[config.mk]
export PLATFORM = sky130hd
export DESIGN_NAME = median_box_distance_estimator
export DESIGN_NICKNAME = d
export VERILOG_FILES = /design/src/hw/rtl/mbde_pkg.sv /design/src/hw/rtl/mbde_ctrl.sv /design/src/hw/rtl/mbde_datapath.sv /design/src/hw/rtl/median_box_distance_estimator.sv
export SDC_FILE = /design/constraint.sdc
export NUM_CORES = 1
export LEC_CHECK = 0
export ABC_AREA = 1
export BUFFER_PORTS_ARGS = -buffer_cell sky130_fd_sc_hd__buf_2
export CAP_MARGIN = 20
export CORE_AREA = 3 3 310 312
export DETAILED_ROUTE_END_ITERATION = 12
export DIE_AREA = 0 0 313 315
export MAX_ROUTING_LAYER = met4
export PLACE_DENSITY_LB_ADDON = 0.1
export SLEW_MARGIN = 15
export SYNTH_ARGS = -nofsm -noshare
export SYNTH_HDL_FRONTEND = slang
export SYNTH_SLANG_ARGS = --single-unit
export TNS_END_PERCENT = 10
[constraint.sdc]
create_clock -name i_clk -period 6.9 [get_ports i_clk]
set_input_delay 1.38 -clock i_clk [delete_from_list [all_inputs] [get_ports i_clk]]
set_output_delay 1.38 -clock i_clk [all_outputs]
set_load 0.02 [all_outputs]
[src/hw/rtl/mbde_pkg.sv]
// ----------------------------------------------------------------------------
// mbde_pkg
// shared types and constants for the median box distance estimator
// ----------------------------------------------------------------------------
package mbde_pkg;

    // field widths
    localparam int FIELD_W    = 10;
    localparam int EXACT_D_W  = 15;
    localparam int FAR_D_W    = 15;
    localparam int SCALE_W    = 16;
    localparam int DIST_W     = 17;
    localparam int CFG_IDX_W  = 3;
    localparam int CFG_DATA_W = 16;

    // divider
    localparam int DIV_STEPS = 16;
    localparam int DIV_CNT_W = 4;

    // datapath lanes
    localparam int LANES   = 3;
    localparam int LANE_X  = 0;
    localparam int LANE_Y  = 1;
    localparam int LANE_WD = 2;

    // register indexes
    localparam logic [CFG_IDX_W-1:0] CFG_EXACT_WIDTH     = 3'd0;
    localparam logic [CFG_IDX_W-1:0] CFG_EXACT_DISTANCE  = 3'd1;
    localparam logic [CFG_IDX_W-1:0] CFG_WIDTH_LIMIT     = 3'd2;
    localparam logic [CFG_IDX_W-1:0] CFG_FAR_DISTANCE    = 3'd3;
    localparam logic [CFG_IDX_W-1:0] CFG_DISTANCE_SCALE  = 3'd4;
    localparam logic [CFG_IDX_W-1:0] CFG_DISTANCE_OFFSET = 3'd5;

    // register reset values
    localparam logic [FIELD_W-1:0]   RST_EXACT_WIDTH     = 10'd40;
    localparam logic [EXACT_D_W-1:0] RST_EXACT_DISTANCE  = 15'd520;
    localparam logic [FIELD_W-1:0]   RST_WIDTH_LIMIT     = 10'd350;
    localparam logic [FAR_D_W-1:0]   RST_FAR_DISTANCE    = 15'd50;
    localparam logic [SCALE_W-1:0]   RST_DISTANCE_SCALE  = 16'd21189;
    localparam logic [FIELD_W-1:0]   RST_DISTANCE_OFFSET = 10'd20;

    // distance code for a zero median width
    localparam logic [DIST_W-1:0] DIST_NONE = {DIST_W{1'b1}};

    typedef enum logic [2:0] {
        S_IDLE,
        S_SCAN,
        S_PREP,
        S_DIV,
        S_OUT
    } t_state;

    typedef struct packed {
        logic push;
        logic scan;
        logic eval;
        logic div_init;
        logic div_step;
        logic out_load;
    } t_dp_cmd;

endpackage

[src/hw/rtl/mbde_ctrl.sv]
// ----------------------------------------------------------------------------
// mbde_ctrl
// sequencer: rank scan over the windows, divider steps, output handoff
// ----------------------------------------------------------------------------
module mbde_ctrl
    import mbde_pkg::*;
#(
    parameter int WINDOW = 7,
    localparam int IW = (WINDOW > 1) ? $clog2(WINDOW) : 1
) (
    input  logic          i_clk,
    input  logic          i_rst_n,
    input  logic          i_valid,
    output logic          o_stall,
    output logic          o_valid,
    input  logic          i_stall,
    output t_dp_cmd       o_cmd,
    output logic [IW-1:0] o_cand_idx
);

    t_state               r_state, n_state;
    logic [IW-1:0]        r_i, r_j;
    logic [DIV_CNT_W-1:0] r_div;
    logic                 r_out_valid;
    logic                 i_last, j_last, div_last, out_free;

    assign i_last   = (r_i == IW'(WINDOW - 1));
    assign j_last   = (r_j == IW'(WINDOW - 1));
    assign div_last = (r_div == DIV_CNT_W'(DIV_STEPS - 1));
    assign out_free = !r_out_valid || !i_stall;

    always_comb begin
        n_state = r_state;
        unique case (r_state)
            S_IDLE: if (i_valid) n_state = S_SCAN;
            S_SCAN: if (i_last && j_last) n_state = S_PREP;
            S_PREP: n_state = S_DIV;
            S_DIV:  if (div_last) n_state = S_OUT;
            S_OUT:  if (out_free) n_state = S_IDLE;
            default: n_state = S_IDLE;
        endcase
    end

    always_comb begin
        o_cmd = '0;
        o_stall = 1'b1;
        unique case (r_state)
            S_IDLE: begin
                o_stall    = 1'b0;
                o_cmd.push = i_valid;
            end
            S_SCAN: begin
                o_cmd.scan = 1'b1;
                o_cmd.eval = j_last;
            end
            S_PREP: o_cmd.div_init = 1'b1;
            S_DIV:  o_cmd.div_step = 1'b1;
            S_OUT:  o_cmd.out_load = out_free;
            default: o_cmd = '0;
        endcase
    end

    always_ff @(posedge i_clk) begin
        if (!i_rst_n) begin
            r_state     <= S_IDLE;
            r_i         <= '0;
            r_j         <= '0;
            r_div       <= '0;
            r_out_valid <= 1'b0;
        end else begin
            r_state <= n_state;
            if (o_cmd.push) begin
                r_i <= '0;
                r_j <= '0;
            end else if (o_cmd.scan) begin
                if (j_last) begin
                    r_j <= '0;
                    r_i <= i_last ? '0 : r_i + 1'b1;
                end else begin
                    r_j <= r_j + 1'b1;
                end
            end
            if (o_cmd.div_init) begin
                r_div <= '0;
            end else if (o_cmd.div_step) begin
                r_div <= r_div + 1'b1;
            end
            if (o_cmd.out_load) begin
                r_out_valid <= 1'b1;
            end else if (!i_stall) begin
                r_out_valid <= 1'b0;
            end
        end
    end

    assign o_valid    = r_out_valid;
    assign o_cand_idx = r_i;

endmodule

[src/hw/rtl/mbde_datapath.sv]
// ----------------------------------------------------------------------------
// mbde_datapath
// windows, rank-count median, restoring divider, distance select
// ----------------------------------------------------------------------------
module mbde_datapath
    import mbde_pkg::*;
#(
    parameter int WINDOW = 7,
    localparam int IW = (WINDOW > 1) ? $clog2(WINDOW) : 1,
    localparam int CW = $clog2(WINDOW + 1)
) (
    input  logic                  i_clk,
    input  logic                  i_rst_n,
    input  t_dp_cmd               i_cmd,
    input  logic [IW-1:0]         i_cand_idx,
    input  logic                  i_cfg_write,
    input  logic [CFG_IDX_W-1:0]  i_cfg_index,
    input  logic [CFG_DATA_W-1:0] i_cfg_data,
    input  logic                  i_found,
    input  logic [FIELD_W-1:0]    i_box_x,
    input  logic [FIELD_W-1:0]    i_box_y,
    input  logic [FIELD_W-1:0]    i_box_width,
    output logic [FIELD_W-1:0]    o_median_x,
    output logic [FIELD_W-1:0]    o_median_y,
    output logic [FIELD_W-1:0]    o_median_width,
    output logic [DIST_W-1:0]     o_distance
);

    localparam logic [CW-1:0] RANK = CW'(WINDOW >> 1);

    logic [FIELD_W-1:0]   r_exact_width, r_width_limit, r_distance_offset;
    logic [EXACT_D_W-1:0] r_exact_distance;
    logic [FAR_D_W-1:0]   r_far_distance;
    logic [SCALE_W-1:0]   r_distance_scale;

    logic [FIELD_W-1:0] r_win  [LANES][WINDOW];
    logic [FIELD_W-1:0] n_win  [LANES][WINDOW];
    logic [FIELD_W-1:0] r_scan [LANES][WINDOW];
    logic [FIELD_W-1:0] lane_in [LANES];
    logic [FIELD_W-1:0] cand    [LANES];
    logic [CW-1:0]      r_lt [LANES], r_le [LANES];
    logic [CW-1:0]      n_lt [LANES], n_le [LANES];
    logic [FIELD_W-1:0] r_med [LANES];

    logic [FIELD_W-1:0] r_rem;
    logic [SCALE_W-1:0] r_quot;
    logic [FIELD_W:0]   trial;
    logic               trial_ge;

    logic [FIELD_W-1:0] r_out_x, r_out_y, r_out_w;
    logic [DIST_W-1:0]  r_out_dist, n_dist;
    logic [FIELD_W-1:0] m;

    // configuration registers
    always_ff @(posedge i_clk) begin
        if (!i_rst_n) begin
            r_exact_width     <= RST_EXACT_WIDTH;
            r_exact_distance  <= RST_EXACT_DISTANCE;
            r_width_limit     <= RST_WIDTH_LIMIT;
            r_far_distance    <= RST_FAR_DISTANCE;
            r_distance_scale  <= RST_DISTANCE_SCALE;
            r_distance_offset <= RST_DISTANCE_OFFSET;
        end else if (i_cfg_write) begin
            unique case (i_cfg_index)
                CFG_EXACT_WIDTH:     r_exact_width     <= i_cfg_data[FIELD_W-1:0];
                CFG_EXACT_DISTANCE:  r_exact_distance  <= i_cfg_data[EXACT_D_W-1:0];
                CFG_WIDTH_LIMIT:     r_width_limit     <= i_cfg_data[FIELD_W-1:0];
                CFG_FAR_DISTANCE:    r_far_distance    <= i_cfg_data[FAR_D_W-1:0];
                CFG_DISTANCE_SCALE:  r_distance_scale  <= i_cfg_data[SCALE_W-1:0];
                CFG_DISTANCE_OFFSET: r_distance_offset <= i_cfg_data[FIELD_W-1:0];
                default: ;
            endcase
        end
    end

    // no detection pushes zeros
    assign lane_in[LANE_X]  = i_found ? i_box_x     : '0;
    assign lane_in[LANE_Y]  = i_found ? i_box_y     : '0;
    assign lane_in[LANE_WD] = i_found ? i_box_width : '0;

    always_comb begin
        for (int l = 0; l < LANES; l++) begin
            for (int k = 0; k < WINDOW - 1; k++) begin
                n_win[l][k] = r_win[l][k+1];
            end
            n_win[l][WINDOW-1] = lane_in[l];
            cand[l] = r_win[l][i_cand_idx];
            n_lt[l] = r_lt[l] + CW'(r_scan[l][0] <  cand[l]);
            n_le[l] = r_le[l] + CW'(r_scan[l][0] <= cand[l]);
        end
    end

    // windows
    always_ff @(posedge i_clk) begin
        if (!i_rst_n) begin
            for (int l = 0; l < LANES; l++) begin
                for (int k = 0; k < WINDOW; k++) begin
                    r_win[l][k] <= '0;
                end
            end
        end else if (i_cmd.push) begin
            r_win <= n_win;
        end
    end

    // rotating scan copy and rank counters
    always_ff @(posedge i_clk) begin
        for (int l = 0; l < LANES; l++) begin
            if (i_cmd.push) begin
                r_scan[l] <= n_win[l];
                r_lt[l]   <= '0;
                r_le[l]   <= '0;
            end else if (i_cmd.scan) begin
                for (int k = 0; k < WINDOW - 1; k++) begin
                    r_scan[l][k] <= r_scan[l][k+1];
                end
                r_scan[l][WINDOW-1] <= r_scan[l][0];
                if (i_cmd.eval) begin
                    // candidate sits at the wanted rank of the sorted window
                    if ((n_lt[l] <= RANK) && (n_le[l] > RANK)) begin
                        r_med[l] <= cand[l];
                    end
                    r_lt[l] <= '0;
                    r_le[l] <= '0;
                end else begin
                    r_lt[l] <= n_lt[l];
                    r_le[l] <= n_le[l];
                end
            end
        end
    end

    // restoring divider, one quotient bit per step
    assign m        = r_med[LANE_WD];
    assign trial    = {r_rem, r_quot[SCALE_W-1]};
    assign trial_ge = (trial >= {1'b0, m});

    always_ff @(posedge i_clk) begin
        if (i_cmd.div_init) begin
            r_rem  <= '0;
            r_quot <= r_distance_scale;
        end else if (i_cmd.div_step) begin
            r_rem  <= trial_ge ? FIELD_W'(trial - {1'b0, m}) : trial[FIELD_W-1:0];
            r_quot <= {r_quot[SCALE_W-2:0], trial_ge};
        end
    end

    always_comb begin
        if (m == '0) begin
            n_dist = DIST_NONE;
        end else if (m == r_exact_width) begin
            n_dist = DIST_W'(r_exact_distance);
        end else if (m < r_width_limit) begin
            // negative result clamps to zero
            if (r_quot < SCALE_W'(r_distance_offset)) begin
                n_dist = '0;
            end else begin
                n_dist = DIST_W'(r_quot - SCALE_W'(r_distance_offset));
            end
        end else begin
            n_dist = DIST_W'(r_far_distance);
        end
    end

    always_ff @(posedge i_clk) begin
        if (i_cmd.out_load) begin
            r_out_x    <= r_med[LANE_X];
            r_out_y    <= r_med[LANE_Y];
            r_out_w    <= r_med[LANE_WD];
            r_out_dist <= n_dist;
        end
    end

    assign o_median_x     = r_out_x;
    assign o_median_y     = r_out_y;
    assign o_median_width = r_out_w;
    assign o_distance     = r_out_dist;

endmodule

[src/hw/rtl/median_box_distance_estimator.sv]
// ----------------------------------------------------------------------------
// median_box_distance_estimator
// per-frame median of box x, y and width over a sliding window, plus a
// distance estimate from the median width
// ----------------------------------------------------------------------------
// sequence per request: rank scan (one compare per lane a cycle), divider
//   preparation, the 16-step divider, then the output register
// one request at a time: a new request is taken only after the previous
//   result is loaded into the output register
// reset: synchronous active low, windows cleared to zero, registers to defaults
module median_box_distance_estimator
    import mbde_pkg::*;
#(
    parameter int WINDOW = 7
) (
    input  logic                  i_clk,
    input  logic                  i_rst_n,
    // request channel
    input  logic                  i_valid,
    output logic                  o_stall,
    input  logic                  i_found,
    input  logic [FIELD_W-1:0]    i_box_x,
    input  logic [FIELD_W-1:0]    i_box_y,
    input  logic [FIELD_W-1:0]    i_box_width,
    // result channel
    output logic                  o_valid,
    input  logic                  i_stall,
    output logic [FIELD_W-1:0]    o_median_x,
    output logic [FIELD_W-1:0]    o_median_y,
    output logic [FIELD_W-1:0]    o_median_width,
    output logic signed [DIST_W-1:0] o_distance,
    // configuration write channel
    input  logic                  i_cfg_valid,
    output logic                  o_cfg_ready,
    input  logic [CFG_IDX_W-1:0]  i_cfg_index,
    input  logic [CFG_DATA_W-1:0] i_cfg_data
);

    localparam int IW = (WINDOW > 1) ? $clog2(WINDOW) : 1;

    t_dp_cmd          cmd;
    logic [IW-1:0]    cand_idx;
    logic [DIST_W-1:0] distance;

    // register writes are always taken
    assign o_cfg_ready = 1'b1;

    // sequencer: one request at a time, result waits in the output register
    mbde_ctrl #(
        .WINDOW (WINDOW)
    ) u_ctrl (
        .i_clk      (i_clk),
        .i_rst_n    (i_rst_n),
        .i_valid    (i_valid),
        .o_stall    (o_stall),
        .o_valid    (o_valid),
        .i_stall    (i_stall),
        .o_cmd      (cmd),
        .o_cand_idx (cand_idx)
    );

    // windows, median by rank counting, divider and output register
    mbde_datapath #(
        .WINDOW (WINDOW)
    ) u_datapath (
        .i_clk          (i_clk),
        .i_rst_n        (i_rst_n),
        .i_cmd          (cmd),
        .i_cand_idx     (cand_idx),
        .i_cfg_write    (i_cfg_valid),
        .i_cfg_index    (i_cfg_index),
        .i_cfg_data     (i_cfg_data),
        .i_found        (i_found),
        .i_box_x        (i_box_x),
        .i_box_y        (i_box_y),
        .i_box_width    (i_box_width),
        .o_median_x     (o_median_x),
        .o_median_y     (o_median_y),
        .o_median_width (o_median_width),
        .o_distance     (distance)
    );

    // two's complement, all ones when the median width is zero
    assign o_distance = signed'(distance);

endmodule

==> results <==
- The critical path is of the register to register type.
- The run finished with clean final reports.
- STA classifies the critical path startpoint as a register.
- The maximum resistive drop on vdd is 181 uV.
- The maximum number of pins on one net before global-route repair is 214.
- The netlist uses 47 different library cells.
- For the pin with the worst max-slew slack, the measured transition is 1.09 ns.
- After clock tree synthesis, the clock-pin slew on the worst setup and hold paths is 0.06 ns.
- The floorplan step defined a die boundary enclosing 98600 um2.
- The path type of the worst min-delay path is register to register.
- After detailed routing, the average wire length per cell comes to 17.6 um.
- The detailed router placed 21300 vias in this run.
- The number of placed cells counting well taps is 4362.
- The critical path's most frequent cell is sky130_fd_sc_hd__o21ai_0.
- Setup violations remaining at the end of the flow were counted as 0.
- The sum of negative setup slack is 0 ns.
- From bottom edge to top edge, the die measures 315 um.
- The CTS tree is yes.
- The detailed placer's ending HPWL is 50200 um.
- The placeable core area is 93300 um2.
- The total of warnings raised by yosys is 0.
- The number of DRC markers after the initial detailed-route iteration is 1358.
- Derived from the worst setup path, the maximum achievable clock frequency is 0.207 GHz.
- The number of standard cells in the final layout excluding fillers is 4505.
- When the netlist entered floorplanning its net count stood at 3281.
- Among all stages on the critical path, the largest delay is contributed by sky130_fd_sc_hd__dfxtp_2.
- The wire length of the first global-routing pass is 123000 um.
- The quantity of I/O buffers inserted on ports is 103.
- For this run, the register share of the synthesized area comes to 56.6%.
- The number of detailed-route iterations in the first pass is 5.
- The number of buffers and inverters on the critical path is 2.
- The maximum clock insertion buffer count is 3.
- The number of nets with antenna violations after detailed routing is 0.
- Dividing the synthesized area by the synthesized cell count gives 8.88 um2.
- The total routing resource utilization after global routing is 16.4%.
- The initial antenna violation count is 1.
- The repair_antennas step left the layout with diodes totalling 0.
- For this run, the leading register cell type out of synthesis is sky130_fd_sc_hd__edfxtp_1.
- Setup slack on the worst reg-to-reg path comes out at 2.06 ns.
- The count of maximum capacitance violations is 0.
- The tree is rooted in a sky130_fd_sc_hd__clkbuf_16.
- The cell depth of the worst flop-to-flop path is 17.
- The worst hold path passes through 0 cells.
- The worst flop-to-flop path startpoint is u_ctrl.o_cand_idx[0].
- Synthesis inferred 631 register bits.
- The total global routing overflow is 0.
- The post-cts sizing count is 0.
- The endpoint of the worst register-to-register path is u_datapath.r_med[2][2].
- At the later pin of the worst-skew pair, clock insertion delay measures 0.64 ns.
- Relative to the synthesized area, the layout overhead comes to 14.7%.
- TritonCTS created 77 clock buffers.
- From left edge to right edge, the die measures 313 um.
- Setup repair after global routing left no endpoint under its margin.
- The end point of the most critical hold path is o_median_x[3].
- The number of enable-type register cells in the synthesized netlist is 321.
- Traced cell by cell, the critical path runs through inv_2 -> a21oi_1 -> o21ai_0 -> o21ai_0 -> o21a_1 -> inv_1 -> ha_1 -> nand4_1 -> nor3_1 -> o21ai_0 -> o211ai_1 -> o21ai_0 -> ha_1 -> ha_1 -> xor2_1 -> nand2_1 -> nor2_1.
- In the synthesized netlist, the number of instances is 3152.
- The static leakage is 0.0125 uW.
- Timing analysis after detailed placement gives a worst setup slack of 2.01 ns.
- In this design, the largest share of critical-path delay is due to simple AND/OR/NAND/NOR gates.
- The clock sink count is 631.
- The data arrival time of the worst path is 5.10 ns.
- In this run the tightest slew margin relative to its limit is 27.1%.
- The start point of the worst min-delay path is u_datapath.r_med[0][3].
- The site row count is 112.
- CTS built an H-tree with a depth of 3.
- The count of final hold-check violations is 0.
- The worst setup path is captured at a register.
- For the worst setup path, the data required time is 7.16 ns.
- The placer congestion estimate is 0.850.
- For this run, design rule violations remaining after detail routing come to 0.
- The starting density of the core is 30.0%.
- The via-per-instance ratio is 4.73.
- In this design, the stage delay of the slowest critical-path cell is 0.82 ns.
- The total length of routed wires is 79400 um.
- Of all flip-flops after synthesis, the portion carrying an async set or reset was 0%.
- The total setup buffers inserted after CTS is 0.
- Dividing total power by cell area gives a power density of 325 nW/um2.
- The smallest clock period supported by the final layout is computed as 4.84 ns.
- The I/O pin total is 105.
- The final max-slew violation count is 0.
- The area of the mapped netlist is 28000 um2.
- The number of filler instances in the final layout is 9688.
- Cells with a size suffix above 1 make up 8.77% of the layout.
- The setup slack after layout is 2.06 ns.
- Of the available clock period, the critical path in the final layout requires 70.1%.
- The largest fanout on the critical path is 37.
- The maximum clock skew at final layout is 0.0387 ns.
- The via count of the first global-routing pass is 20900.
- The number of hold buffers added after CTS was 0.
- For this run, the post-layout net count is 3318.
-- flip-flops by register name (all words and copies together), names as in the netlist, 4 cells and up --
name,cells
u_datapath.r_scan,210
u_datapath.n_win,180
u_datapath.r_med,30
u_datapath.r_win,30
u_datapath.o_distance,17
u_datapath.r_distance_scale,16
u_datapath.r_quot,16
u_datapath.r_exact_distance,15
u_datapath.r_far_distance,15
o_median_x,10
o_median_y,10
u_datapath.o_median_width,10
u_datapath.r_distance_offset,10
u_datapath.r_exact_width,10
u_datapath.r_rem,10
u_datapath.r_width_limit,10
u_datapath.r_le,9
u_datapath.r_lt,9
u_ctrl.r_div,4
-- where the power goes --
part / internal, uW / switching, uW
registers: 4600 / 233
clock network: 2420 / 1670
logic: 469 / 1030
total: 7490 / 2940
-- Yosys cell counts, types with 71 or more instances --
| master | n | area, um2 |
|---|---|---|
| sky130_fd_sc_hd__o21ai_1 | 130 | 651 |
| sky130_fd_sc_hd__nand3_1 | 92 | 460 |
| sky130_fd_sc_hd__edfxtp_1 | 321 | 9640 |
| sky130_fd_sc_hd__o21ai_0 | 427 | 2140 |
| sky130_fd_sc_hd__inv_1 | 387 | 1450 |
| sky130_fd_sc_hd__buf_2 | 73 | 365 |
| sky130_fd_sc_hd__a21oi_1 | 310 | 1550 |
| sky130_fd_sc_hd__clkbuf_1 | 71 | 267 |
| sky130_fd_sc_hd__dfxtp_1 | 310 | 6210 |
| sky130_fd_sc_hd__nor2_1 | 159 | 597 |
| sky130_fd_sc_hd__nand2_1 | 610 | 2290 |
| sky130_fd_sc_hd__ha_1 | 72 | 901 |
-- logic make-up after synthesis --
family          Yosys count  synth area share (%)
buf+inv                 578                  8.56
fa+ha+maj                74                  3.36
compound gates          948                  17.8
simple gates            899                  13.0
flops                   631                  56.6
xor+xnor                 21                 0.657
other cells               1                0.0134
-- cell type report --
type | instances | area, um2 | share of cell area, %
flip-flops and latches | 631 | 15800 | 49.4
inverters | 400 | 1500 | 4.68
clock buffers | 111 | 2230 | 6.94
multi-input cells | 1943 | 9770 | 30.5
clock inverters | 30 | 357 | 1.11
well taps | 1254 | 1570 | 4.89
repair buffers | 136 | 817 | 2.55
-- metrics by stage --
stage / hold WS (ns) / instance area (um2) / utilization [%] / total power, uW
3_3_place_gp: 0.406 / 29500 / 31.6 / 6410
3_5_place_dp: 0.413 / 29500 / 31.6 / 6430
2_1_floorplan: 0.400 / 28000 / - / 6000
6_report: 0.424 / 32100 / 34.4 / 10400
5_1_grt: 0.453 / 32100 / 34.4 / 11000
4_1_cts: 0.428 / 32100 / 34.4 / 10600
-- metal layers --
metal	wire length, um	share of wire [%]	GRT usage [%]
met5	0	0	-
met4	2370	3.0	5.11
met3	3030	3.8	2.59
met2	37100	47	26.6
met1	36900	46	21.2
-- how the worst max path moves through the flow --
stage / startpoint / endpoint / slack, ns / cells past startpoint
after floorplan: i_valid / u_datapath.r_le[0][0] / 1.80 / 6
after global placement: u_ctrl.o_cand_idx[0] / u_datapath.r_med[2][5] / 1.90 / 18
after detailed placement: u_ctrl.o_cand_idx[0] / u_datapath.r_med[2][5] / 2.01 / 18
after CTS: u_ctrl.o_cand_idx[0] / u_datapath.r_med[2][8] / 1.93 / 18
after global routing: u_ctrl.o_cand_idx[0] / u_datapath.r_med[2][2] / 1.45 / 18
final: u_ctrl.o_cand_idx[0] / u_datapath.r_med[2][2] / 2.06 / 17
-- placed cells by master, fill, tap and decap left out, drive strengths merged, types with 4 or more instances in the layout --
cell type | Yosys | routed
o21ai | 558 | 558
inv | 397 | 401
clkbuf | 71 | 112
dfxtp | 310 | 310
nor3 | 9 | 9
o21a | 5 | 5
ha | 72 | 72
nand3 | 94 | 94
a32oi | 5 | 5
o221ai | 22 | 22
nand4 | 9 | 9
xor2 | 10 | 10
o21bai | 5 | 5
a21oi | 310 | 310
nand2 | 612 | 612
bufinv | 0 | 4
clkinv | 3 | 25
xnor2 | 11 | 11
edfxtp | 321 | 321
buf | 107 | 135
nor2 | 166 | 166
o211ai | 32 | 32
Note: power is estimated with default switching activity, not from simulation.
